$ cat config.mk
export PLATFORM = sky130hd
export DESIGN_NAME = nmea_rmc_position_parser_unit
export DESIGN_NICKNAME = d
export VERILOG_FILES = /design/src/hw/rtl/nrp_pkg.sv /design/src/hw/rtl/nmea_rmc_position_parser_unit.sv /design/src/hw/rtl/nrp_arcsec_conv.sv /design/src/hw/rtl/nrp_parse_core.sv /design/src/hw/rtl/nrp_result_queue.sv
export VERILOG_INCLUDE_DIRS = /design/src /design/src/hw/rtl
export SDC_FILE = /design/constraint.sdc
export NUM_CORES = 1
export LEC_CHECK = 0
export BUFFER_PORTS_ARGS = -buffer_cell sky130_fd_sc_hd__buf_2
export CAP_MARGIN = 20
export CORE_MARGIN = 2
export CORE_UTILIZATION = 50
export DETAILED_ROUTE_END_ITERATION = 8
export PLACE_DENSITY_LB_ADDON = 0.08
export RECOVER_POWER = 100
export SLEW_MARGIN = 20
export SYNTH_ARGS = -nofsm -noshare
export SYNTH_HDL_FRONTEND = slang
export SYNTH_SLANG_ARGS = --single-unit
$ cat constraint.sdc
create_clock -name clock -period 11.5 [get_ports clock]
set_input_delay 0.575 -clock clock [delete_from_list [all_inputs] [get_ports clock]]
set_output_delay 0.575 -clock clock [all_outputs]
set_load 0.01 [all_outputs]
$ cat src/hw/rtl/nmea_rmc_position_parser_unit_assert.svh
// Assertion macros shared by the RMC position parser modules.
`ifndef NMEA_RMC_POSITION_PARSER_UNIT_ASSERT_SVH
`define NMEA_RMC_POSITION_PARSER_UNIT_ASSERT_SVH

// Check a condition at every rising edge outside reset.
`define NRP_ASSERT_HOLDS(label, cond, msg) \
   label: assert property (@(posedge clock) disable iff (reset) (cond)) \
      else $error(msg);

// Check that a condition holds in the cycle after a trigger.
`define NRP_ASSERT_NEXT(label, ante, cons, msg) \
   label: assert property (@(posedge clock) disable iff (reset) (ante) |=> (cons)) \
      else $error(msg);

`endif

$ cat src/hw/rtl/nrp_pkg.sv
// Types and constants of the RMC position parser.
package nrp_pkg;

   typedef enum logic [1:0] {
      STATUS_OK        = 2'd0,
      STATUS_SHORT     = 2'd1,
      STATUS_EMPTY     = 2'd2,
      STATUS_NON_DIGIT = 2'd3
   } status_type;

   typedef struct packed {
      status_type         status;
      logic signed [19:0] latitude_arcsec;
      logic signed [22:0] longitude_arcsec;
   } rsp_item_type;

   localparam logic [2:0] HEADER_LEN     = 3'd7;
   localparam logic [2:0] COMMA_LAT_OPEN = 3'd2;
   localparam logic [2:0] COMMA_LON_OPEN = 3'd4;
   localparam logic [2:0] COMMA_IN_LON   = 3'd5;
   localparam logic [2:0] COMMA_IN_LAT   = 3'd3;
   localparam logic [2:0] COMMA_MAX      = 3'd7;

   localparam logic [7:0] CHAR_COMMA = 8'h2C;
   localparam logic [7:0] CHAR_MINUS = 8'h2D;
   localparam logic [7:0] CHAR_ZERO  = 8'h30;
   localparam logic [7:0] CHAR_NINE  = 8'h39;

   // Digit positions inside a field, counted from zero after any sign.
   localparam logic [3:0] LAT_DEG_DIGITS = 4'd2;
   localparam logic [3:0] LAT_DOT_POS    = 4'd4;
   localparam logic [3:0] LAT_LAST_POS   = 4'd8;
   localparam logic [3:0] LON_DEG_DIGITS = 4'd3;
   localparam logic [3:0] LON_DOT_POS    = 4'd5;
   localparam logic [3:0] LON_LAST_POS   = 4'd9;

   // Expected byte of the sentence header at each position.
   function automatic logic [7:0] header_byte(input logic [2:0] idx);
      logic [7:0] b;
      case (idx)
         3'd0:    b = 8'h24;  // '$'
         3'd1:    b = 8'h47;  // 'G'
         3'd2:    b = 8'h50;  // 'P'
         3'd3:    b = 8'h52;  // 'R'
         3'd4:    b = 8'h4D;  // 'M'
         3'd5:    b = 8'h43;  // 'C'
         default: b = CHAR_COMMA;
      endcase
      return b;
   endfunction

endpackage

$ cat src/hw/rtl/nmea_rmc_position_parser_unit.sv
// Top level of the RMC position parser: input register, parser and result queue.
// Takes one sentence byte per transaction and may accept a byte in every cycle
// in which req_stall is low. Each accepted byte is captured in an input register
// and processed by the parser in the following cycle; the byte marked last yields
// one result transaction, stored in the result queue and presented on the result
// channel from the entry registers of that queue. Results pass through a
// two-entry queue, so bytes keep flowing while a result waits to be taken;
// req_stall rises only when the queue would have no room for another result.
// Status: 0 ok, 1 missing header or truncated field, 2 empty field, 3 non-digit;
// positions are signed whole arc-seconds and read zero unless the status is ok.
module nmea_rmc_position_parser_unit
   import nrp_pkg::*;
(
   input  logic               clock,
   input  logic               reset,
   input  logic               req_valid,
   output logic               req_stall,
   input  logic [7:0]         req_char_byte,
   input  logic               req_is_last,
   output logic               rsp_valid,
   input  logic               rsp_stall,
   output logic [1:0]         rsp_status,
   output logic signed [19:0] rsp_latitude_arcsec,
   output logic signed [22:0] rsp_longitude_arcsec
);

   logic         in_valid_ff, in_valid_in;
   logic [7:0]   in_char_ff;
   logic         in_last_ff;
   logic         result_push;
   rsp_item_type result_item;
   rsp_item_type head_item;
   logic         room_next;

   // Accept a transaction whenever the queue keeps room for its result.
   always_comb begin
      req_stall   = !room_next;
      in_valid_in = req_valid && !req_stall;
   end

   // Register the accepted byte.
   always_ff @(posedge clock) begin
      if (reset) begin
         in_valid_ff <= 1'b0;
      end else begin
         in_valid_ff <= in_valid_in;
      end
   end

   always_ff @(posedge clock) begin
      if (in_valid_in) begin
         in_char_ff <= req_char_byte;
         in_last_ff <= req_is_last;
      end
   end

   nrp_parse_core u_core (
      .clock       (clock),
      .reset       (reset),
      .item_valid  (in_valid_ff),
      .char_byte   (in_char_ff),
      .is_last     (in_last_ff),
      .result_push (result_push),
      .result_item (result_item)
   );

   nrp_result_queue u_queue (
      .clock     (clock),
      .reset     (reset),
      .push      (result_push),
      .push_item (result_item),
      .rsp_stall (rsp_stall),
      .rsp_valid (rsp_valid),
      .head_item (head_item),
      .room_next (room_next)
   );

   // Unpack the head result onto the channel.
   always_comb begin
      rsp_status           = head_item.status;
      rsp_latitude_arcsec  = head_item.latitude_arcsec;
      rsp_longitude_arcsec = head_item.longitude_arcsec;
   end

endmodule

$ cat src/hw/rtl/nrp_arcsec_conv.sv
// Conversion of a finished position field to signed whole arc-seconds.
module nrp_arcsec_conv
   import nrp_pkg::*;
(
   input  logic [9:0]  degrees,
   input  logic [6:0]  minutes,
   input  logic [13:0] fraction,
   input  logic [3:0]  last_digit,
   input  logic        negative,
   output logic [22:0] arcsec
);

   logic [14:0] frac_x3;
   logic [12:0] frac_q4;
   logic [25:0] recip_prod;
   logic [5:0]  seconds;
   logic [22:0] magnitude;

   // Seconds = floor(frac * 60 / 10000) = floor(floor(frac * 3 / 4) / 125),
   // with the division by 125 done as a multiply by ceil(2^20 / 125).
   always_comb begin
      frac_x3    = 15'(fraction * 15'd30) + 15'(last_digit * 15'd3);
      frac_q4    = frac_x3[14:2];
      recip_prod = 26'(frac_q4) * 26'd8389;
      seconds    = recip_prod[25:20];
      magnitude  = 23'(degrees) * 23'd3600 + 23'(minutes) * 23'd60 + 23'(seconds);
      arcsec     = negative ? (23'd0 - magnitude) : magnitude;
   end

endmodule

$ cat src/hw/rtl/nrp_parse_core.sv
// Sentence state machine: header match, comma count and field accumulation.
`include "nmea_rmc_position_parser_unit_assert.svh"

module nrp_parse_core
   import nrp_pkg::*;
(
   input  logic         clock,
   input  logic         reset,
   input  logic         item_valid,
   input  logic [7:0]   char_byte,
   input  logic         is_last,
   output logic         result_push,
   output rsp_item_type result_item
);

   logic [2:0]         hdr_ff, hdr_in;
   logic [2:0]         comma_ff, comma_in;
   logic [3:0]         fp_ff, fp_in;
   logic               neg_ff, neg_in;
   logic [9:0]         deg_ff, deg_in;
   logic [6:0]         min_ff, min_in;
   logic [13:0]        frac_ff, frac_in;
   logic signed [19:0] lat_ff, lat_in;
   logic signed [22:0] lon_ff, lon_in;
   status_type         err_ff, err_in;

   logic [3:0]  digit;
   logic        is_digit;
   logic [3:0]  pos;
   logic        is_lon;
   logic [3:0]  deg_digits;
   logic [3:0]  dot_pos;
   logic [3:0]  last_pos;
   logic        sign_slot;
   logic [22:0] field_arcsec;

   nrp_arcsec_conv u_conv (
      .degrees    (deg_ff),
      .minutes    (min_ff),
      .fraction   (frac_ff),
      .last_digit (digit),
      .negative   (neg_ff),
      .arcsec     (field_arcsec)
   );

   // Decode the byte against the open field.
   always_comb begin
      digit      = 4'(char_byte - CHAR_ZERO);
      is_digit   = char_byte inside {[CHAR_ZERO:CHAR_NINE]};
      pos        = fp_ff - 4'd1;
      is_lon     = (comma_ff == COMMA_IN_LON);
      deg_digits = is_lon ? LON_DEG_DIGITS : LAT_DEG_DIGITS;
      dot_pos    = is_lon ? LON_DOT_POS : LAT_DOT_POS;
      last_pos   = is_lon ? LON_LAST_POS : LAT_LAST_POS;
      sign_slot  = (pos == 4'd0) && !neg_ff;
   end

   // Advance the sentence state and form the result on the last byte.
   always_comb begin
      hdr_in   = hdr_ff;
      comma_in = comma_ff;
      fp_in    = fp_ff;
      neg_in   = neg_ff;
      deg_in   = deg_ff;
      min_in   = min_ff;
      frac_in  = frac_ff;
      lat_in   = lat_ff;
      lon_in   = lon_ff;
      err_in   = err_ff;

      if (item_valid && (err_ff == STATUS_OK)) begin
         if (hdr_ff < HEADER_LEN) begin
            if (char_byte == header_byte(hdr_ff)) begin
               hdr_in = hdr_ff + 3'd1;
               if (char_byte == CHAR_COMMA) begin
                  comma_in = 3'd1;
               end
            end else begin
               err_in = STATUS_SHORT;
            end
         end else if (fp_ff != 4'd0) begin
            if (sign_slot && (char_byte == CHAR_COMMA)) begin
               err_in = STATUS_EMPTY;
            end else if (sign_slot && (char_byte == CHAR_MINUS)) begin
               neg_in = 1'b1;
            end else if ((pos != dot_pos) && !is_digit) begin
               err_in = STATUS_NON_DIGIT;
            end else begin
               if (pos != dot_pos) begin
                  if (pos < deg_digits) begin
                     deg_in = 10'(deg_ff * 10'd10 + 10'(digit));
                  end else if (pos < dot_pos) begin
                     min_in = 7'(min_ff * 7'd10 + 7'(digit));
                  end else begin
                     frac_in = 14'(frac_ff * 14'd10 + 14'(digit));
                  end
               end
               // Close the field on its last fraction digit.
               if (pos >= last_pos) begin
                  if (is_lon) begin
                     lon_in = field_arcsec;
                  end else begin
                     lat_in = field_arcsec[19:0];
                  end
                  fp_in = 4'd0;
               end else begin
                  fp_in = fp_ff + 4'd1;
               end
            end
         end else if (char_byte == CHAR_COMMA) begin
            if ((comma_ff == COMMA_LAT_OPEN) || (comma_ff == COMMA_LON_OPEN)) begin
               fp_in   = 4'd1;
               neg_in  = 1'b0;
               deg_in  = 10'd0;
               min_in  = 7'd0;
               frac_in = 14'd0;
            end
            if (comma_ff < COMMA_MAX) begin
               comma_in = comma_ff + 3'd1;
            end
         end
      end

      // First error wins; otherwise an unfinished header or field is short.
      if (err_in != STATUS_OK) begin
         result_item.status = err_in;
      end else if ((hdr_in < HEADER_LEN) || (fp_in != 4'd0)) begin
         result_item.status = STATUS_SHORT;
      end else begin
         result_item.status = STATUS_OK;
      end
      result_item.latitude_arcsec  = (result_item.status == STATUS_OK) ? lat_in : 20'sd0;
      result_item.longitude_arcsec = (result_item.status == STATUS_OK) ? lon_in : 23'sd0;

      result_push = item_valid && is_last;

      // Drop all sentence state after the last byte.
      if (result_push) begin
         hdr_in   = 3'd0;
         comma_in = 3'd0;
         fp_in    = 4'd0;
         neg_in   = 1'b0;
         deg_in   = 10'd0;
         min_in   = 7'd0;
         frac_in  = 14'd0;
         lat_in   = 20'sd0;
         lon_in   = 23'sd0;
         err_in   = STATUS_OK;
      end
   end

   // Hold the sentence state.
   always_ff @(posedge clock) begin
      if (reset) begin
         hdr_ff   <= 3'd0;
         comma_ff <= 3'd0;
         fp_ff    <= 4'd0;
         neg_ff   <= 1'b0;
         deg_ff   <= 10'd0;
         min_ff   <= 7'd0;
         frac_ff  <= 14'd0;
         lat_ff   <= 20'sd0;
         lon_ff   <= 23'sd0;
         err_ff   <= STATUS_OK;
      end else begin
         hdr_ff   <= hdr_in;
         comma_ff <= comma_in;
         fp_ff    <= fp_in;
         neg_ff   <= neg_in;
         deg_ff   <= deg_in;
         min_ff   <= min_in;
         frac_ff  <= frac_in;
         lat_ff   <= lat_in;
         lon_ff   <= lon_in;
         err_ff   <= err_in;
      end
   end

   `NRP_ASSERT_HOLDS(a_field_after_header, (fp_ff == 4'd0) || (hdr_ff == HEADER_LEN), "field open before header complete")
   `NRP_ASSERT_HOLDS(a_field_comma, (fp_ff == 4'd0) || (comma_ff == COMMA_IN_LAT) || (comma_ff == COMMA_IN_LON), "field open at wrong comma")
   `NRP_ASSERT_NEXT(a_clear_after_last, item_valid && is_last, (hdr_ff == 3'd0) && (fp_ff == 4'd0) && (err_ff == STATUS_OK), "state not cleared after last byte")

endmodule

$ cat src/hw/rtl/nrp_result_queue.sv
// Two-entry result queue that parts the parser from the result channel.
`include "nmea_rmc_position_parser_unit_assert.svh"

module nrp_result_queue
   import nrp_pkg::*;
(
   input  logic         clock,
   input  logic         reset,
   input  logic         push,
   input  rsp_item_type push_item,
   input  logic         rsp_stall,
   output logic         rsp_valid,
   output rsp_item_type head_item,
   output logic         room_next
);

   logic [1:0]   count_ff, count_in;
   logic         wr_ptr_ff, wr_ptr_in;
   logic         rd_ptr_ff, rd_ptr_in;
   rsp_item_type entry_ff [2];
   logic         pop;

   // Track occupancy; room_next says a further result fits after this cycle.
   always_comb begin
      rsp_valid = (count_ff != 2'd0);
      pop       = rsp_valid && !rsp_stall;
      count_in  = count_ff + {1'b0, push} - {1'b0, pop};
      wr_ptr_in = push ? !wr_ptr_ff : wr_ptr_ff;
      rd_ptr_in = pop ? !rd_ptr_ff : rd_ptr_ff;
      room_next = (count_in != 2'd2);
      head_item = entry_ff[rd_ptr_ff];
   end

   // Hold pointers and count.
   always_ff @(posedge clock) begin
      if (reset) begin
         count_ff  <= 2'd0;
         wr_ptr_ff <= 1'b0;
         rd_ptr_ff <= 1'b0;
      end else begin
         count_ff  <= count_in;
         wr_ptr_ff <= wr_ptr_in;
         rd_ptr_ff <= rd_ptr_in;
      end
   end

   // Store a pushed result.
   always_ff @(posedge clock) begin
      if (push) begin
         entry_ff[wr_ptr_ff] <= push_item;
      end
   end

   `NRP_ASSERT_HOLDS(a_count_bound, count_ff != 2'd3, "result queue count out of range")
   `NRP_ASSERT_HOLDS(a_no_overflow, !(push && (count_ff == 2'd2) && !pop), "result pushed into full queue")
   `NRP_ASSERT_HOLDS(a_full_ptrs, (count_ff != 2'd2) || (wr_ptr_ff == rd_ptr_ff), "pointers disagree with full count")

endmodule
==> results.md, run 1 <==
- Status: complete, but fails checks
- Failing checks: max-capacitance violations, max-slew violations
- Worst setup path endpoint: u_queue.entry_ff[1][40]
- Synthesized area per cell: 9.97 µm²
- Final Max Tran Viols: around 140
- FF/Latch Area: between 4000 and 5000 µm²
- First drt pass iteration count: 5
- GPL Wtd Cong: 0.869
- CP startpoint: u_core.frac_ff[1]
- Post-synth EDFFs: 99
- Least-Margin Pin Slew: 2.85 ns
- Non-filler cells, final: 2,092
- Area of the die: ~33,000 µm²
- Static leakage: 7.99 nW
- Mapped Area: 16,000 µm²
- Pre-CTS WS: -0.116 ns
- Multi-input gate area: 10,600 µm²
- Clk root buf: clkbuf_16
- ANT cells: 0
- Final period util: 96.0%
- Max Cap Viol: 3
- Commonest non-fill, non-tap cells in the layout: 235 x ha_1, 180 x nor2_1, 174 x inv_1
- Worst R2R Path Depth: between 40 and 50
- Critical Path AT: 11.34 ns
- Slowest stage cell, crit path: or4b_4
- Largest stage delay, worst path: roughly 0.61 ns
- Synth Flop Type: edfxtp_1
- Largest cells by area after synthesis: ha_1 19%, edfxtp_1 19%, dfxtp_1 12%, fa_1 9.5%, xnor2_1 4.4%
- Critical R2R Launch: u_core.frac_ff[1]
- Vias per cell: 5.41
- CTS tree: done
- Max Buffers Root-to-Sink: 2
- Die H: between 150 and 200 µm
- Fin nets: 2,009
- CTS Buf Count: 17
- Placed insts: 2,052
- Drt total wl: about 34 mm
- Initial antenna violation count: 0
- Startpoint type of the worst setup path: register
- Worst r2r dst: u_queue.entry_ff[1][40]
- PnR worst setup slack: 0.458 ns
- Detailed Route Iter0 Violations: 472
- Area growth syn-to-layout: 11.3%
- Final hold vios: 0
- Vias after detailed routing: approximately 11,000
- Worst hold path depth: 1
- CP dominant cell by count: fa_1
- Hold_ws: 0.301 ns
- # DRC: 0
- Vias in the first global route: 11,600
- Commonest non-fill, non-tap cell in the layout: ha_1
- Path category of the worst min-delay check: in -> reg
- Critical Path End Type: register
- Mapped Cells: between 1,500 and 2,000
- Synth area leader: ha_1
- IO Pins: 60
- Global-route wire length before repair: 56.9 mm
- Util after Layout: 56.5%
- Port Buffer Count: 59
- Routed WL per cell: 16.3 µm
- WP data required: 11.80 ns
- Ys async rst share: 0%
- Yosys warning total: 0
- Rows: 65
- Crit Path Max Fanout: 3
- Layout fillers: 2,805
- Tot GR Track Use: roughly a fifth
- Netlist cell types: 84
- Peak Freq: approximately 91 MHz
- CTS sink count: roughly 190
- Slew HR: -89.7%
- FF+latch count, synth: 192
- Post-route ant nets: 0
- Synthesized Nets: 1,934
- Clock slew at reported path FFs: 0.08 ns
- Clock Latency Late Sink: around 0.45 ns
- Die X: 183 µm
- Htree depth: 4
- Post-DP HPWL: 25.8 mm
- Setup Skew: 0.0222 ns
- Starting Density: 50.7%
- GR Overflow Total: 0
- Synth top area share: a little under a fifth
- Largest net degree at the start of global routing: 85
- Class of the most critical setup path: reg -> reg
- Fin crit period: 11.04 ns
- Core Area: 31,500 µm²
- Reg2reg setup slack: 0.46 ns
- Pwr Total: 1.98 mW
- PD cells: 111 nW/µm²
- Maximum VDD drop: 0.144 mV
- Count of final setup violators: 0
- Sequential fraction of the synthesis area: 30.3%
- Layout cells sized above 1: about 13%
==> worst max-delay path: cells and delay by family, from the launching register on <==
kind / cells / cell delay [ns]
adders and majority gates: 13 / 4.97
DFF: 1 / 0.34
and+or+nand+nor: 10 / 2.16
buffers and inverters: 5 / 0.36
AOI/OAI and AO/OA: 13 / 2.45
xor gates and xnor gates: 3 / 0.61
==> where the power goes <==
group | switching [mW] | leakage, nW | internal [mW]
Sequential | 0.0167 | 1.62 | 0.762
Combinational | 0.323 | 6.06 | 0.227
Clock | 0.292 | 0.311 | 0.358
==> per-stage QoR <==
stage	cell area, µm²	TNS, ns
detailed placement	16800	-1.28
CTS	17500	0
finish	17800	0
global route	17800	-1.75
global placement	16800	0
floorplan	16000	0
==> flip-flops by register name, indices dropped and copies added (netlist names), 2 cells and up, named ones only <==
register,flops
u_queue.count_ff,2
u_queue.entry_ff,90
u_core.lat_ff,20
u_core.fp_ff,4
in_char_ff,8
u_core.min_ff,7
u_core.lon_ff,23
u_core.err_ff,2
u_core.hdr_ff,3
u_core.comma_ff,3
u_core.deg_ff,10
u_core.frac_ff,14
==> synthesized netlist by cell type (3+ instances only) <==
cell type	instances
nor2b_1	24
nor3_1	19
mux2i_1	25
nand4_1	3
o22ai_1	3
dfxtp_1	93
and4_1	3
edfxtp_1	99
a22oi_1	16
mux2_2	46
o211ai_1	4
a31oi_1	14
o2111ai_1	5
ha_1	243
o21ai_1	4
nor3b_1	10
nor2_1	183
o21ai_0	46
or3_1	7
a21o_1	23
and3_1	8
nand2_1	46
o21a_1	11
a21oi_1	77
nand3_1	30
xor2_1	49
nor4_1	7
inv_1	179
o211a_1	3
o31a_1	7
fa_1	76
buf_2	6
a211oi_1	14
nor4b_1	4
and2_1	5
nand2b_1	14
clkbuf_1	31
nand3b_1	3
o31ai_1	10
o21bai_1	8
xnor2_1	80
or2_2	11
==> layout make-up <==
class                           count  area share, %
Inverter                          179           3.78
Clock inverter                     13           1.07
Timing Repair Buffer               98           2.99
Multi-Input combinational cell   1189           59.6
Tap cell                          402           2.83
Sequential cell                   192           27.3
Clock buffer                       19           2.49
==> timing repair <==
action,CTS,global route
pin swaps,0,37
hold buffers,0,0
setup endpoints to repair,24,72
setup buffers,0,8
resized for setup,2,66
==> layer usage <==
| metal | vias to the layer above | part of all wire [%] | global-route usage (%) |
|---|---|---|---|
| met5 | - | 0 | 0 |
| met4 | 0 | 1.4 | 4.94 |
| met3 | 32 | 2.1 | 2.77 |
| met2 | 109 | 51 | 39.3 |
| met1 | 5456 | 45 | 26.4 |
| li1 | 5720 | - | - |
==> cells by family (layout without fill, tap and decap cells) <==
kind of cell | count (synthesis) | after routing | share of synthesized area [%]
AND/OR/NAND/NOR | 393 | 393 | 12.0
adder cells (fa/ha/maj) | 319 | 319 | 28.6
AO/OA/AOI/OAI | 274 | 274 | 11.5
buffers and inverters | 221 | 309 | 5.38
flip-flops | 192 | 192 | 30.3
XOR/XNOR | 132 | 132 | 7.48
multiplexers | 71 | 71 | 4.81
==> worst min-delay path by stage <==
stage | startpoint | endpoint | slack [ns]
4_1_cts | req_char_byte[0] | in_char_ff[0] | 0.28
3_3_place_gp | u_core.lat_ff[17] | u_core.lat_ff[17] | 0.45
6_report | req_char_byte[0] | in_char_ff[0] | 0.30
5_1_grt | req_char_byte[2] | in_char_ff[2] | 0.29
3_5_place_dp | u_core.lon_ff[17] | u_core.lon_ff[17] | 0.46
2_1_floorplan | u_core.lon_ff[17] | u_core.lon_ff[17] | 0.44
Power figures use the tool's default switching activity.
==> run 2, diff against run 1 <==
--- a/config.mk
+++ b/config.mk
@@ -12,7 +12,7 @@
 export CORE_UTILIZATION = 50
 export DETAILED_ROUTE_END_ITERATION = 8
 export PLACE_DENSITY_LB_ADDON = 0.08
-export RECOVER_POWER = 100
+export RECOVER_POWER = 25
 export SLEW_MARGIN = 20
 export SYNTH_ARGS = -nofsm -noshare
 export SYNTH_HDL_FRONTEND = slang
==> run 2 against run 1 <==
The flow still finishes with violations (max-capacitance violations, max-slew violations). Worst setup slack got worse by 0.031 ns. Clock-buffer cell count unchanged. Sequential power is essentially flat. Non-clock buffer count unchanged. Critical path depth rose by 3. Sequential share of layout area decreased by 0.075 points. Power up 0.41%. Die area did not move. Hold slack got worse by 0.00083 ns.
==> results.md, run 2 (synthesized netlist as in run 1, its figures left out) <==
- Status: complete, but fails checks
- Failing checks: max-capacitance violations, max-slew violations
- Initial antenna violation count: 0
- Final Max Tran Viols: 92
- Sw Ratio: approximately a third
- Fin crit period: 11.07 ns
- Starting Density: 50.7%
- CTS tree: done
- Commonest non-fill, non-tap cells in the layout: 235 x ha_1, 180 x nor2_1, 174 x inv_1
- GPL Wtd Cong: 0.869
- Non-filler cells, final: about 2,100
- Critical Path End Type: register
- Layout fillers: ~2,800
- Post-DP HPWL: 25.8 mm
- ANT cells: 0
- Slew HR: -93.6%
- Cell-internal power: 1.36 mW
- Largest regs: u_queue.entry_ff x90, u_core.lon_ff x23, u_core.lat_ff x20
- Htree depth: 4
- Vias in the first global route: 11,600
- Largest stage delay, worst path: around 0.6 ns
- Routed WL per cell: 16.3 µm
- CP dominant cell by count: fa_1
- Class of the most critical setup path: reg -> reg
- Die X: 183 µm
- First drt pass iteration count: 5
- Path category of the worst min-delay check: in -> reg
- IO Pins: 60
- # hold bufs at CTS: 0
- CTS sink count: about 190
- Clk root buf: clkbuf_16
- Layout cells sized above 1: 15.4%
- Startpoint type of the worst setup path: register
- Max Cap Viol: 2
- Multi-input gate area: 10,600 µm²
- Critical Path AT: 11.37 ns
- Largest net degree at the start of global routing: 85
- Core Area: roughly 31,000 µm²
- GR Overflow Total: 0
- FF/Latch Area: 4850 µm²
- Pre-CTS WS: -0.116 ns
- Pwr Total: approximately 2 mW
- Maximum VDD drop: 0.144 mV
- Final hold vios: 0
- PnR worst setup slack: around 0.43 ns
- Logic pwr share: 28.1%
- Util after Layout: 56.6%
- Fin nets: 2,009
- Tot GR Track Use: a little over a fifth
- PD cells: 111 nW/µm²
- Commonest non-fill, non-tap cell in the layout: ha_1
- Detailed Route Iter0 Violations: ~480
- Final period util: 96.3%
- Slowest stage cell, crit path: or4b_4
- Area growth syn-to-layout: 11.6%
- Vias per cell: around 5.4
- Rows: 65
- Peak Freq: 90.3 MHz
- Area of the die: 33,400 µm²
- Static leakage: 8.09 nW
- Crit Path Max Fanout: 3
- Max Buffers Root-to-Sink: 2
- Reg with most FFs: u_queue.entry_ff
- Drt total wl: 34.1 mm
- Placed insts: 2,052
- Clock Latency Late Sink: 0.45 ns
- Vias after detailed routing: 11,300
- Setup Skew: 0.0231 ns
- Count of final setup violators: 0
- Least-Margin Pin Slew: 2.90 ns
- Global-route wire length before repair: 56.9 mm
- # DRC: 0
- Post-route ant nets: 0
- Sequential cell fraction of total power: between 30% and 40%
- Port Buffer Count: around 60
- Net switching power of the design: between 0.6 and 0.7 mW
- CTS Buf Count: 17
- Clock slew at reported path FFs: 0.08 ns
- Max reg flops: 90
- WP data required: between 10 and 15 ns
- Die H: 183 µm
- Clk pwr share: between 30% and 40%
run 2: cell count changes in the layout (fill, tap and decap cells not counted):
cell,change
a31o_1,-1
a31o_2,+1
and2_0,-1
and2_1,+1
buf_2,+36
buf_4,+1
clkbuf_1,-37
mux2_1,-10
mux2_2,+10
o21ai_0,-1
o21ai_1,+1
run 2: layout make-up:
| type | count | share of cell area (%) |
|---|---|---|
| flip-flops and latches | 192 | 27.2 |
| repair buffers | 98 | 3.26 |
| inverters | 179 | 3.77 |
| clock buffers | 19 | 2.49 |
| clock inverters | 13 | 1.07 |
| well taps | 402 | 2.82 |
| multi-input cells | 1189 | 59.4 |
run 2: worst paths after layout:
path,from,endpoint,slack (ns),cells after the start
min,req_char_byte[0],in_char_ff[0],0.30,1
min reg2reg,u_core.lon_ff[17],u_core.lon_ff[17],0.49,2
max,u_core.frac_ff[1],u_queue.entry_ff[1][40],0.43,47
max reg2reg,u_core.frac_ff[1],u_queue.entry_ff[1][40],0.43,47
run 2: what timing repair did:
action	CTS	global route
endpoints found under the setup margin	24	72
setup buffers	0	8
gates resized for setup	2	66
pin swaps	0	37
run 2: critical path, delay by kind of cell (launching register included):
kind	cells	cell delay, ns
compound gates	12	2.07
xor+xnor	3	0.54
fa+ha+maj	14	5.14
buf+inv	7	0.48
flops	1	0.34
simple gates	11	2.35
run 2: power by group through the flow:
stage,combinational (mW),clock (mW),sequential [mW]
2_1_floorplan,0.367,0,0.790
3_3_place_gp,0.537,0,0.792
3_5_place_dp,0.546,0,0.793
4_1_cts,0.554,0.664,0.777
5_1_grt,0.637,0.688,0.783
6_report,0.557,0.651,0.778
run 2: routing by layer:
metal | track usage [%] | vias up | share of wire, %
met5 | 0 | - | 0
met1 | 26.4 | 5443 | 45
met4 | 4.94 | 0 | 1.4
li1 | - | 5719 | -
met2 | 39.3 | 92 | 51
met3 | 2.77 | 30 | 1.9
run 2: through the flow:
stage               hold slack (ns)  setup TNS, ns  area, µm²
floorplan                     0.440              0      16000
global placement              0.450              0      16800
detailed placement            0.461          -1.28      16800
CTS                           0.280              0      17500
global route                  0.286          -1.75      17800
finish                        0.300              0      17800
